File: config.mk
export PLATFORM = sky130hd
export DESIGN_NAME = c8_fb
export DESIGN_NICKNAME = d
export VERILOG_FILES = /design/src/rtl/core/c8_pkg.sv /design/src/rtl/core/c8_fb.sv
export SDC_FILE = /design/constraint.sdc
export NUM_CORES = 2
export LEC_CHECK = 0
export BUFFER_PORTS_ARGS = -buffer_cell sky130_fd_sc_hd__buf_2
export CAP_MARGIN = 25
export CORE_UTILIZATION = 42
export DETAILED_ROUTE_END_ITERATION = 12
export PLACE_DENSITY = 0.7
export SYNTH_ARGS = -nofsm -noshare
export SYNTH_HDL_FRONTEND = slang
export SYNTH_SLANG_ARGS = --single-unit
export TNS_END_PERCENT = 50
File: constraint.sdc
create_clock -name aclk -period 2.55 [get_ports aclk]
set_input_delay 0.6375 -clock aclk [delete_from_list [all_inputs] [get_ports aclk]]
set_output_delay 0.6375 -clock aclk [all_outputs]
set_load 0.005 [all_outputs]
File: src/rtl/core/c8_pkg.sv
// Shared types, constants and sizes of the CHIP-8 execute core.
// Used by every module in rtl/core; depends on nothing.
package c8_pkg;

    localparam int SCREEN_WIDTH  = 64;
    localparam int SCREEN_HEIGHT = 32;
    localparam int MEM_BYTES     = 4096;
    localparam int STACK_DEPTH   = 16;
    localparam int PIXELS        = SCREEN_WIDTH * SCREEN_HEIGHT;
    localparam int X_W           = $clog2(SCREEN_WIDTH);
    localparam int Y_W           = $clog2(SCREEN_HEIGHT);
    localparam int PIX_W         = X_W + Y_W;
    localparam int SP_W          = $clog2(STACK_DEPTH);
    localparam int MEM_AW        = $clog2(MEM_BYTES);

    localparam logic [1:0] CMD_EXEC  = 2'd0;
    localparam logic [1:0] CMD_WRITE = 2'd1;
    localparam logic [1:0] CMD_READ  = 2'd2;

    localparam logic [7:0] OP_CLS  = 8'hE0;
    localparam logic [7:0] OP_RET  = 8'hEE;
    localparam logic [7:0] OP_SKP  = 8'h9E;
    localparam logic [7:0] OP_SKNP = 8'hA1;
    localparam logic [7:0] OP_GDLY = 8'h07;
    localparam logic [7:0] OP_WKEY = 8'h0A;
    localparam logic [7:0] OP_SDLY = 8'h15;
    localparam logic [7:0] OP_SSND = 8'h18;
    localparam logic [7:0] OP_ADDI = 8'h1E;
    localparam logic [7:0] OP_FONT = 8'h29;
    localparam logic [7:0] OP_BCD  = 8'h33;
    localparam logic [7:0] OP_DUMP = 8'h55;
    localparam logic [7:0] OP_LOAD = 8'h65;

    localparam logic [3:0] AT_MOV = 4'h0;
    localparam logic [3:0] AT_OR  = 4'h1;
    localparam logic [3:0] AT_AND = 4'h2;
    localparam logic [3:0] AT_XOR = 4'h3;
    localparam logic [3:0] AT_ADD = 4'h4;
    localparam logic [3:0] AT_SUB = 4'h5;
    localparam logic [3:0] AT_SHR = 4'h6;
    localparam logic [3:0] AT_SBN = 4'h7;
    localparam logic [3:0] AT_SHL = 4'hE;

    typedef enum logic [2:0] {
        ALU_PASS, ALU_OR, ALU_AND, ALU_XOR, ALU_ADD, ALU_SUB, ALU_SHR, ALU_SHL
    } alu_op_t;

    typedef struct packed {
        alu_op_t    op;
        logic [7:0] a;
        logic [7:0] b;
    } alu_req_t;

    typedef struct packed {
        logic             we;
        logic [PIX_W-1:0] addr;
        logic             wdata;
    } fb_req_t;

    typedef struct packed {
        logic [1:0]  cmd;
        logic [15:0] opcode;
        logic [11:0] address;
        logic [7:0]  write_byte;
        logic [15:0] keys_down;
        logic [7:0]  random_byte;
    } c8_in_t;

    typedef struct packed {
        logic [11:0] program_counter;
        logic [15:0] index_value;
        logic [7:0]  read_data;
        logic        draw_pending;
        logic        key_waiting;
        logic        halted;
        logic [7:0]  delay_value;
        logic [7:0]  sound_value;
    } c8_out_t;

endpackage

File: src/rtl/core/c8_fb.sv
// Monochrome frame buffer: one-bit memory with one port and registered read.
// Depends on c8_pkg.
module c8_fb (
    input  logic            aclk,
    input  c8_pkg::fb_req_t req,
    output logic            rdata
);
    import c8_pkg::*;

    logic mem [PIXELS];

    always_ff @(posedge aclk) begin
        if (req.we) begin
            mem[req.addr] <= req.wdata;
        end
        rdata <= mem[req.addr];
    end

endmodule

# Word-level counts from Yosys, hierarchy flattened
# Memory sizes are Yosys's and may differ from the RTL's. A register that Yosys moved wholly into a read port is not among the register bits.
# Index checks and enable logic that the tools add are counted.
[op_classes]
muxes = 2
[op_table]
columns = ["cell", "count"]
rows = [
  ["1-bit two-way mux", 2],
]
[word_totals]
reg_bits = 0
mem_bits_rw = 2048
in_bits = 14
output_inout_bits = 1
mem_count = 1
[mem_list]
columns = ["memory", "depth", "word_bits", "read_ports", "rd_ports_with_merged_regs", "wr", "line", "source"]
rows = [
  ["mem", 2048, 1, 1, 1, 1, "c8_fb.sv:10", "logic mem [PIXELS];"],
]

# Longest topological paths before layout
[logic_depth]
ltp_word = 2
mapped_depth = 12

# Worst setup path after synthesis
# No wires, ideal clock.
[synth_path]
path_kind = "input to register"
startpoint = "input port req[1] in the netlist's numbering"
endpoint = "memory mem[1126] (enable)"
setup_ns = 0.300
t_arrival_ns = 2.223
slack_ns = 0.027
stages = 9
path_buffers = 5
cell_sequence = "buf_4 buf_2 buf_6 nor2b_1 and2_1 clkbuf_1 nand2_1 clkbuf_1 nor2_1"
[synth_lines]
columns = ["item", "line", "source"]
rows = [
  ["start: declaration", "c8_fb.sv:5", "input c8_pkg::fb_req_t req,"],
  ["end: declaration", "c8_fb.sv:10", ""],
]
# No word-level cell before the write port.

==> run metrics <==
CP Launch Type=primary input; clk sinks=2049; post-synthesis mux area share=11.7%; most numerous cell in the Yosys netlist=edfxtp_1; initial core utilization=42.3%; number of global-route vias before repair=57300; DIE AREA=211000 sq um; crit-path max cell delay=0.38 ns; DIE HEIGHT=459 um; Syn Inst Count=6693; Num CTS Buffers=203; final period utilization=105%; asr flop ratio synth=0%; status=finished, violations left; commonest cells in the synthesized netlist=edfxtp_1 (2048), nor2_1 (2044), mux2i_1 (1024); Pwr Density=671 nW/um^2; Ports=15; CTS tree=done; Hold Crit Class=in -> reg; Core Util, Final=50.8%; number of flops mapped to enable cells by yosys=2048; CP Data Required Time=3.28 ns; placed instance area=97200 sq um; first-pass GRT wire length=393 mm; layout filler cell count=16900; syn_nets=6707; setup TNS=-0.117 ns; Hold Path Cell Cnt=1; drt drc=0; wire per inst=27.7 um; synth unique cells=28; CTS max path bufs=3; Max H-tree Level=4; Rel. slew slack=64.4%; WP buf/inv=8; WP data arrival=3.40 ns; remaining global-route overflow=0; port bufs=14; fmax=375 MHz; Final Slew Violations=0; Max-cap violations=0; Critical Path Stages=16; VDD IR max=0.000740 V; simple-gate share of the synthesized area=11.0%; total vias in the final route=59600; Crit path max-delay family=buffers and inverters; P&R area growth vs syn=19.9%; Final GP Congestion=0.857; synth warn=0; Vias/cell=5.96; Crit. End Element=register; R2R cell count=10; hold slack=0.229 ns; kind of critical path=in -> reg; dominant cells by area after synthesis=edfxtp_1 (70%), mux2i_1 (12%), nor2_1 (8.7%), o22ai_1 (3.6%), clkbuf_1 (1.6%); post-synthesis compound-gate area fraction=3.95%; largest family of logic cells by synthesized area=multiplexers; PnR worst setup slack=-0.117 ns; drt total wl=277 mm; worst-path maximum fanout=12; post-route cell area=105000 sq um; Critical Path Slowest Stage Cell=a22oi_2; Final nets=7046; clk_lat worst skew=0.85 ns; area leader, netlist=edfxtp_1; Post-Synth XOR/XNOR Area=0%; Synth top area share=70.0%; Post-CTS Hold Buffers=0; clock slew at reported path FFs=0.06 ns; Post-DP HPWL=159 mm; initial antenna violation count=11; Final setup viols=1; Pleak=0.0357 uW; Final ANT Viol Nets=0; minimum clock period=2.67 ns; Primary FF master, synth=edfxtp_1; chip width=459 um; failing checks=negative setup slack; Detailed Route Iter0 Violations=8417; cell mode on critical path=buf_4; cell area after synthesis=87800 sq um; DRT Pass-1 Iters=6; layout cell share with drive strength beyond 1=16.3%; FP Rows=167; post-synthesis sequential area ratio=70.0%; RSZ-0062 raised after global routing=yes; All-Layer GR Usage=25.6%; Hold Vio Cnt, Final=0; largest net degree at the start of global routing=135; Syn Area/Cell=13.1 sq um; Slew @ Worst Pin=0.533 ns; clock skew=0.0269 ns; Post-Synth Adder-Cell Area=0%; Core ar.=207000 sq um; crit-path cells=clkbuf_4 > buf_12 > nand4b_1 > buf_4 > buf_12 > buf_6 > buf_4 > o22ai_1 > nor4_2 > buf_4 > nand2_1 > a22oi_2 > nand4_1 > a22oi_2 > buf_4 > nand4_1; Synth Register Bits=2049; root buf cell=clkbuf_16
[layer usage]
layer	vias up	track usage (%)	wire (um)
met5	-	0	73
met4	12	11.4	13600
met3	795	5.07	32900
met2	3725	41.5	130000
met1	30000	33.3	99900
li1	25000	-	-
[kinds of logic (layout without fill, tap and decap cells)]
logic type             count (synthesis)  count (layout)
buffers and inverters                645            1155
and+or+nand+nor                     2427            2427
AOI/OAI and AO/OA                    548             548
DFF                                 2049            2049
other                                  0               4
muxes                               1024            1024
[area by class of cell]
cell class / count / area (sq um) / share of cell area (%)
repair buffers: 779 / 9690 / 9.20
well taps: 2788 / 3490 / 3.31
diodes: 4 / 10.0 / 0.00950
flip-flops and latches: 2049 / 61500 / 58.4
clock buffers: 249 / 5250 / 4.99
multi-input cells: 3999 / 24200 / 23.0
clock inverters: 127 / 1180 / 1.12
[final timing paths]
check / slack [ns] / from / endpoint
setup / recovery: -0.12 / req[4] / rdata
hold / removal: 0.23 / req[0] / mem[1175]
setup reg to reg: -0.02 / mem[1396] / rdata
hold reg to reg: 1.07 / mem[1271] / rdata
[placed cells by master, fill, tap and decap left out, types with 15 or more instances in the layout]
cell and count:
clkinv_1 49, mux2i_1 1021, nor4_2 33, a22oi_2 18
nor2_1 2043, clkinv_2 40, clkbuf_1 46, clkbuf_16 206
a22oi_1 18, o22ai_1 510, bufinv_16 15, nor4_1 93
nand2_1 146, buf_4 469, buf_12 252, edfxtp_1 2048
nand2_4 32
[sequential cells by signal, indices dropped and copies added, names as in the netlist]
register and count:
mem 2048, rdata 1
[stage by stage]
stage / total power [uW] / cells / setup WS [ns]
floorplan: 39400 / 6693 / 0.0273
global placement: 41600 / 9533 / -1.55
detailed placement: 41600 / 9533 / -1.43
CTS: 70600 / 9964 / 0.00471
global route: 72100 / 9994 / -0.114
finish: 70600 / 9995 / -0.117
[worst reg2reg max path: stages, from the launching register on]
cell and delay [ns]:
edfxtp_1 0.37, mux2i_1 0.17, o22ai_2 0.13, nor4_4 0.36, buf_4 0.17, nand2_2 0.06
a22oi_2 0.20, nand4_1 0.24, a22oi_2 0.48, buf_4 0.18, nand4_1 0.08
[timing repair]
action | in CTS | in global routing
pin swaps | 25 | 41
setup endpoints to repair | 1 | 1
buffers inserted | 44 | 26
resized for setup | 55 | 55
gates cloned | 13 | 3
[report_power, final]
| part | total [uW] | switching (uW) | internal (uW) | leakage, uW |
|---|---|---|---|---|
| logic | 4230 | 2580 | 1660 | 0.0142 |
| clock network | 29300 | 13100 | 16200 | 0.00314 |
| registers | 37100 | 10.7 | 37000 | 0.0184 |
| total | 70600 | 15700 | 54900 | 0.0357 |
Note: power is estimated with default switching activity, not from simulation.
