--- src/rtl/core/c8_pkg.sv ---
// Shared types, constants and sizes of the CHIP-8 execute core.
// Used by every module in rtl/core; depends on nothing.
package c8_pkg;

    localparam int SCREEN_WIDTH  = 64;
    localparam int SCREEN_HEIGHT = 32;
    localparam int MEM_BYTES     = 4096;
    localparam int STACK_DEPTH   = 16;
    localparam int PIXELS        = SCREEN_WIDTH * SCREEN_HEIGHT;
    localparam int X_W           = $clog2(SCREEN_WIDTH);
    localparam int Y_W           = $clog2(SCREEN_HEIGHT);
    localparam int PIX_W         = X_W + Y_W;
    localparam int SP_W          = $clog2(STACK_DEPTH);
    localparam int MEM_AW        = $clog2(MEM_BYTES);

    localparam logic [1:0] CMD_EXEC  = 2'd0;
    localparam logic [1:0] CMD_WRITE = 2'd1;
    localparam logic [1:0] CMD_READ  = 2'd2;

    localparam logic [7:0] OP_CLS  = 8'hE0;
    localparam logic [7:0] OP_RET  = 8'hEE;
    localparam logic [7:0] OP_SKP  = 8'h9E;
    localparam logic [7:0] OP_SKNP = 8'hA1;
    localparam logic [7:0] OP_GDLY = 8'h07;
    localparam logic [7:0] OP_WKEY = 8'h0A;
    localparam logic [7:0] OP_SDLY = 8'h15;
    localparam logic [7:0] OP_SSND = 8'h18;
    localparam logic [7:0] OP_ADDI = 8'h1E;
    localparam logic [7:0] OP_FONT = 8'h29;
    localparam logic [7:0] OP_BCD  = 8'h33;
    localparam logic [7:0] OP_DUMP = 8'h55;
    localparam logic [7:0] OP_LOAD = 8'h65;

    localparam logic [3:0] AT_MOV = 4'h0;
    localparam logic [3:0] AT_OR  = 4'h1;
    localparam logic [3:0] AT_AND = 4'h2;
    localparam logic [3:0] AT_XOR = 4'h3;
    localparam logic [3:0] AT_ADD = 4'h4;
    localparam logic [3:0] AT_SUB = 4'h5;
    localparam logic [3:0] AT_SHR = 4'h6;
    localparam logic [3:0] AT_SBN = 4'h7;
    localparam logic [3:0] AT_SHL = 4'hE;

    typedef enum logic [2:0] {
        ALU_PASS, ALU_OR, ALU_AND, ALU_XOR, ALU_ADD, ALU_SUB, ALU_SHR, ALU_SHL
    } alu_op_t;

    typedef struct packed {
        alu_op_t    op;
        logic [7:0] a;
        logic [7:0] b;
    } alu_req_t;

    typedef struct packed {
        logic             we;
        logic [PIX_W-1:0] addr;
        logic             wdata;
    } fb_req_t;

    typedef struct packed {
        logic [1:0]  cmd;
        logic [15:0] opcode;
        logic [11:0] address;
        logic [7:0]  write_byte;
        logic [15:0] keys_down;
        logic [7:0]  random_byte;
    } c8_in_t;

    typedef struct packed {
        logic [11:0] program_counter;
        logic [15:0] index_value;
        logic [7:0]  read_data;
        logic        draw_pending;
        logic        key_waiting;
        logic        halted;
        logic [7:0]  delay_value;
        logic [7:0]  sound_value;
    } c8_out_t;

endpackage

--- src/rtl/core/c8_alu.sv ---
// Shared 8-bit arithmetic, logic and shift unit with flag output.
// Depends on c8_pkg.
module c8_alu (
    input  c8_pkg::alu_req_t req,
    output logic [7:0]       res,
    output logic             flag
);
    import c8_pkg::*;

    logic [8:0] sum;

    assign sum = {1'b0, req.a} + {1'b0, req.b};

    always_comb begin
        res  = req.b;
        flag = 1'b0;
        unique case (req.op)
            ALU_PASS: res = req.b;
            ALU_OR:   res = req.a | req.b;
            ALU_AND:  res = req.a & req.b;
            ALU_XOR:  res = req.a ^ req.b;
            ALU_ADD: begin
                res  = sum[7:0];
                flag = sum[8];
            end
            ALU_SUB: begin
                res  = req.a - req.b;
                flag = (req.a >= req.b);
            end
            ALU_SHR: begin
                res  = {1'b0, req.a[7:1]};
                flag = req.a[0];
            end
            ALU_SHL: begin
                res  = {req.a[6:0], 1'b0};
                flag = req.a[7];
            end
            default: res = req.b;
        endcase
    end

endmodule

--- config.mk ---
export PLATFORM = sky130hd
export DESIGN_NAME = c8_alu
export DESIGN_NICKNAME = d
export VERILOG_FILES = /design/src/rtl/core/c8_pkg.sv /design/src/rtl/core/c8_alu.sv
export SDC_FILE = /design/constraint.sdc
export NUM_CORES = 1
export LEC_CHECK = 0
export ABC_AREA = 1
export BUFFER_PORTS_ARGS = -buffer_cell sky130_fd_sc_hd__buf_2
export CORE_MARGIN = 2
export CORE_UTILIZATION = 40
export DETAILED_ROUTE_END_ITERATION = 10
export PLACE_DENSITY = 0.67
export SYNTH_ARGS = -nofsm -noshare
export SYNTH_HDL_FRONTEND = slang
export SYNTH_SLANG_ARGS = --single-unit
--- constraint.sdc ---
create_clock -name vclk -period 3.1
set_input_delay 0.465 -clock vclk [all_inputs]
set_output_delay 0.465 -clock vclk [all_outputs]
set_load 0.02 [all_outputs]
== Word-level counts from Yosys, hierarchy flattened ==
Index checks and enable logic that the tools add are counted.

* Logic and storage cells: 16
* Flip-flop bits (word level): 0

* Reductions and logical operators: 1
* Bitwise gates (word level): 3
* Eq/ne operators: 7
* Magnitude comparators: 1
* Muxes and demuxes: 2
* Add/subtract/negate cells: 2

{| class="wikitable"
|+ Operators with widths
! cell !! count
|-
| $pmux 8 s8 || 1
|-
| $eq 3x3->1 const B || 4
|-
| $add 8x8->9 || 1
|-
| $and 8x8->8 || 1
|-
| $ge 8x8->1 || 1
|-
| $or 8x8->8 || 1
|-
| $sub 8x8->8 || 1
|-
| $xor 8x8->8 || 1
|-
| $eq 3x2->1 const B || 2
|-
| $pmux 1 s4 || 1
|-
| $eq 3x1->1 const B || 1
|-
| $logic_not 3->1 || 1
|}

== Logic depth before layout (Yosys ltp) ==
* Depth in word-level cells: 2
* Mapped depth: 11
* Gate-level depth less buffers: 10

== Least setup slack after synthesis ==
No wires, ideal clock.

* Path kind: input to output
* From: in req[0] in the netlist's numbering
* To: out res[4]
* Path slack: 0.868 ns
* Data arrival time: 1.767 ns
* Stages on the path: 9
* Data required time: 2.635 ns
* Cells stage by stage: ha_1 fa_1 nand2_1 nand3_1 nand3_1 nand3_1 nand3_1 nor2_1 nor2_1

* Word-level cells in the longest chain between the ends: 2
* Elaborated cells on any way between the ends: 3

{| class="wikitable"
|+ RTL lines
! item !! line !! RTL
|-
| start: declaration || c8_alu.sv:4 || <nowiki>input c8_pkg::alu_req_t req,</nowiki>
|-
| $sub 8x8->8 or $add 8x8->9 (tied branches) || c8_alu.sv:27, c8_alu.sv:12 ||
|-
| $pmux 8 s8 (*) || c8_alu.sv:17 || <nowiki>unique case (req.op)</nowiki>
|-
| end: declaration || c8_alu.sv:5 || <nowiki>output logic [7:0] res,</nowiki>
|}

Every way passes the cells marked *; elsewhere a longest branch is shown, timed or not.

== Worst setup path in the final report ==
* From: in req[8] in the netlist's numbering
* To: out flag

* Word-level cells in the longest chain between the ends: 2
* Elaborated cells on any way between the ends: 3

{| class="wikitable"
|+ RTL lines
! item !! line !! RTL
|-
| $add 8x8->9 or $ge 8x8->1 (tied branches) || c8_alu.sv:12, c8_alu.sv:28 ||
|-
| $pmux 1 s4 (*) || c8_alu.sv:17 ||
|-
| end: declaration || c8_alu.sv:6 || <nowiki>output logic flag</nowiki>
|}

Marked as above.

==> impl_results.md <==
- Outcome: finished clean
- Vias per Instance: approximately 5.4
- Antenna violations before repair: 0
- Slew Limit Fails: 0
- MaxCap Viol Count: 0
- Router iterations before antenna repair: 5
- Post-layout util: 0.469
- Largest family of logic cells by synthesized area: simple AND/OR/NAND/NOR gates
- Initial Util: 0.418
- Die area: between 3000 and 4000 um^2
- DP HPWL: roughly 3.3 mm
- Post-synthesis adder-cell area fraction: 0.271
- Crit path launch type: primary input
- Max Fclk: ~390 MHz
- Row cnt: 21
- Distinct cells, synth: 25
- Post-CTS Setup Bufs: 0
- Sequential cell area: 0 um^2
- Multiplexer share of the synthesized area: 0
- Crit path max-delay cell type: fa_1
- Flop pwr share: 0
- Syn_area_per_cell: roughly 5.5 um^2
- Clock share of power: 0
- Tmin final: between 2 and 3 ns
- Placed cell area: roughly 1600 um^2
- WS Path Type: primary input to primary output
- Fin cells: around 320
- Post-route DRC violation count: 0
- Share of layout cells above drive strength 1: 0.126
- IO Pins: 28
- Mapped Area: 1390 um^2
- WL final: roughly 4 mm
- Antenna diodes: 0
- Final Hold Vio Count: 0
- Worst Max-Slew Pin Slew: just under 0.5 ns
- XOR/XNOR Fraction of Synth Area: 0
- Clock buffer count: 0
- Number of cells upsized or downsized after cts: 0
- Gpl congestion: between 0.9 and 1
- Synth Area in Compound Gates: 0.151
- Number of nets in the layout: between 300 and 400
- Highest net fanout along the worst path: 4
- Synth area leader: ha_1
- PortBufs: 28
- Congestion Overflow GR: 0
- Sequential area share after synthesis: 0
- Net Sw Frac: 0.663
- Fin area: 1570 um^2
- Relative slew slack: 0.679
- Slowest stage delay, CP: about 0.42 ns
- CP Capture Type: primary output
- Number of sequential storage elements: 0
- DR vias: approximately 1,700
- Comb pwr share: 1.000
- Vias in the first global route: 1,405
- Height of the die: about 63 um
- DRT iter0 DRCs: slightly below 100
- Final setup viols: 0
- Critical Path AT: between 2 and 2.5 ns
- Setup TNS: 0 ns
- Routed WL per cell: between 10 and 15 um
- Fill count: roughly 360
- Placeable Area: 3340 um^2
- Most used cell, CP: inv_1
- Crit path buffers/inverters: 5
- Power Density: around 160 nW/um^2
- Synth Area in Simple Gates: 0.431
- Leak: a little over 0.9 nW
- Required @ worst endpoint: about 2.6 ns
- Unrepaired setup endpoints after global routing: false
- Largest net degree at the start of global routing: 11
- Yosys Warn Count: 0
- Cells after Synth: 253
- P&R area growth vs syn: 12.4%
- Syn_nets: between 300 and 400
- CTS hold repair buffers: 0
- Critical-path cell list: buf_2 -> inv_1 -> ha_1 -> inv_1 -> fa_1 -> nand2_1 -> nand3_1 -> nand2_1 -> inv_1 -> o21ai_0 -> nand3_1 -> buf_2
- Post-synth top area share: 0.242
- Wire length of the first global-routing pass: approximately 6.6 mm
- Internal: 0.0865 mW
- Crit path max-delay family: adder cells
- Die W: around 63 um
- Synth top area cells: ha_1 24%, nand2_1 16%, inv_1 12%
- DRT antenna net count: 0
- Tot GR Track Use: 0.198
- Dpl cells: 323
- Worst IR Drop VDD: 0.0000785 V
- Hold crit path type: primary input to primary output
- Final period util: 0.823
- Net switching power figure: ~0.17 mW
==> placed cells by master (no fill, tap or decap), drive strengths merged <==
cell type,instances
nand3,26
and2,1
a21oi,13
nand4,9
buf,28
o22ai,5
nand2,60
fa,2
inv,48
nand3b,1
a211oi,1
nor3,7
a22oi,1
ha,27
o21ai,12
o211ai,4
o2111ai,1
nor2,31
==> final cells by class <==
class,count,area [um^2],area share
tap,46,57.6,0.0367
inverter,48,180,0.115
timing repair buffer,28,140,0.0895
multi-input combinational,201,1190,0.759
==> worst min-delay path: cells and delay by family <==
family / cells / cell delay [ns]
buffers and inverters: 2 / 0.26
AND/OR/NAND/NOR: 2 / 0.12
==> path summary, 6_finish.rpt <==
kind / startpoint / to / slack, ns / cells after the start
max: req[8] / flag / 0.55 / 12
min: req[3] / res[3] / 1.31 / 4
==> cells in the mapped netlist <==
cell type	instances
nand2_1	59
inv_1	45
nor2_1	29
ha_1	27
nand3_1	26
a21oi_1	13
o21ai_0	11
nand4_1	9
nor3_1	6
o22ai_1	5
o211ai_1	4
inv_2	3
buf_2	2
buf_4	2
fa_1	2
a211oi_1	1
a22oi_1	1
and2_1	1
nand2_2	1
nand3b_1	1
nor2_2	1
nor2_4	1
nor3_4	1
o2111ai_1	1
o21ai_1	1
==> kinds of logic after synthesis <==
| family | count (synthesis) |
|---|---|
| and+or+nand+nor | 135 |
| buffers and inverters | 52 |
| AOI/OAI and AO/OA | 37 |
| adders and majority gates | 29 |
==> layer usage <==
metal	vias to the layer above	routed length, um	share of wire	global-route usage
li1	874	-	-	-
met1	793	1920	0.47	0.312
met2	71	1790	0.44	0.311
met3	2	311	0.077	0
met4	0	32	0.0079	0.0167
met5	-	0	0	0
==> power by group through the flow <==
stage	Combinational, mW	Clock [mW]	Sequential (mW)
after global routing	0.287	0	0
after global placement	0.252	0	0
after detailed placement	0.252	0	0
after floorplan	0.178	0	0
final	0.257	0	0
after CTS	0.253	0	0
==> metrics by stage <==
stage	power [mW]	hold slack [ns]	setup slack, ns
CTS	0.253	1.31	0.561
floorplan	0.178	1.11	0.868
global route	0.287	1.34	0.406
finish	0.257	1.31	0.549
detailed placement	0.252	1.31	0.550
global placement	0.252	1.31	0.577
Note: power is estimated with default switching activity, not from simulation.
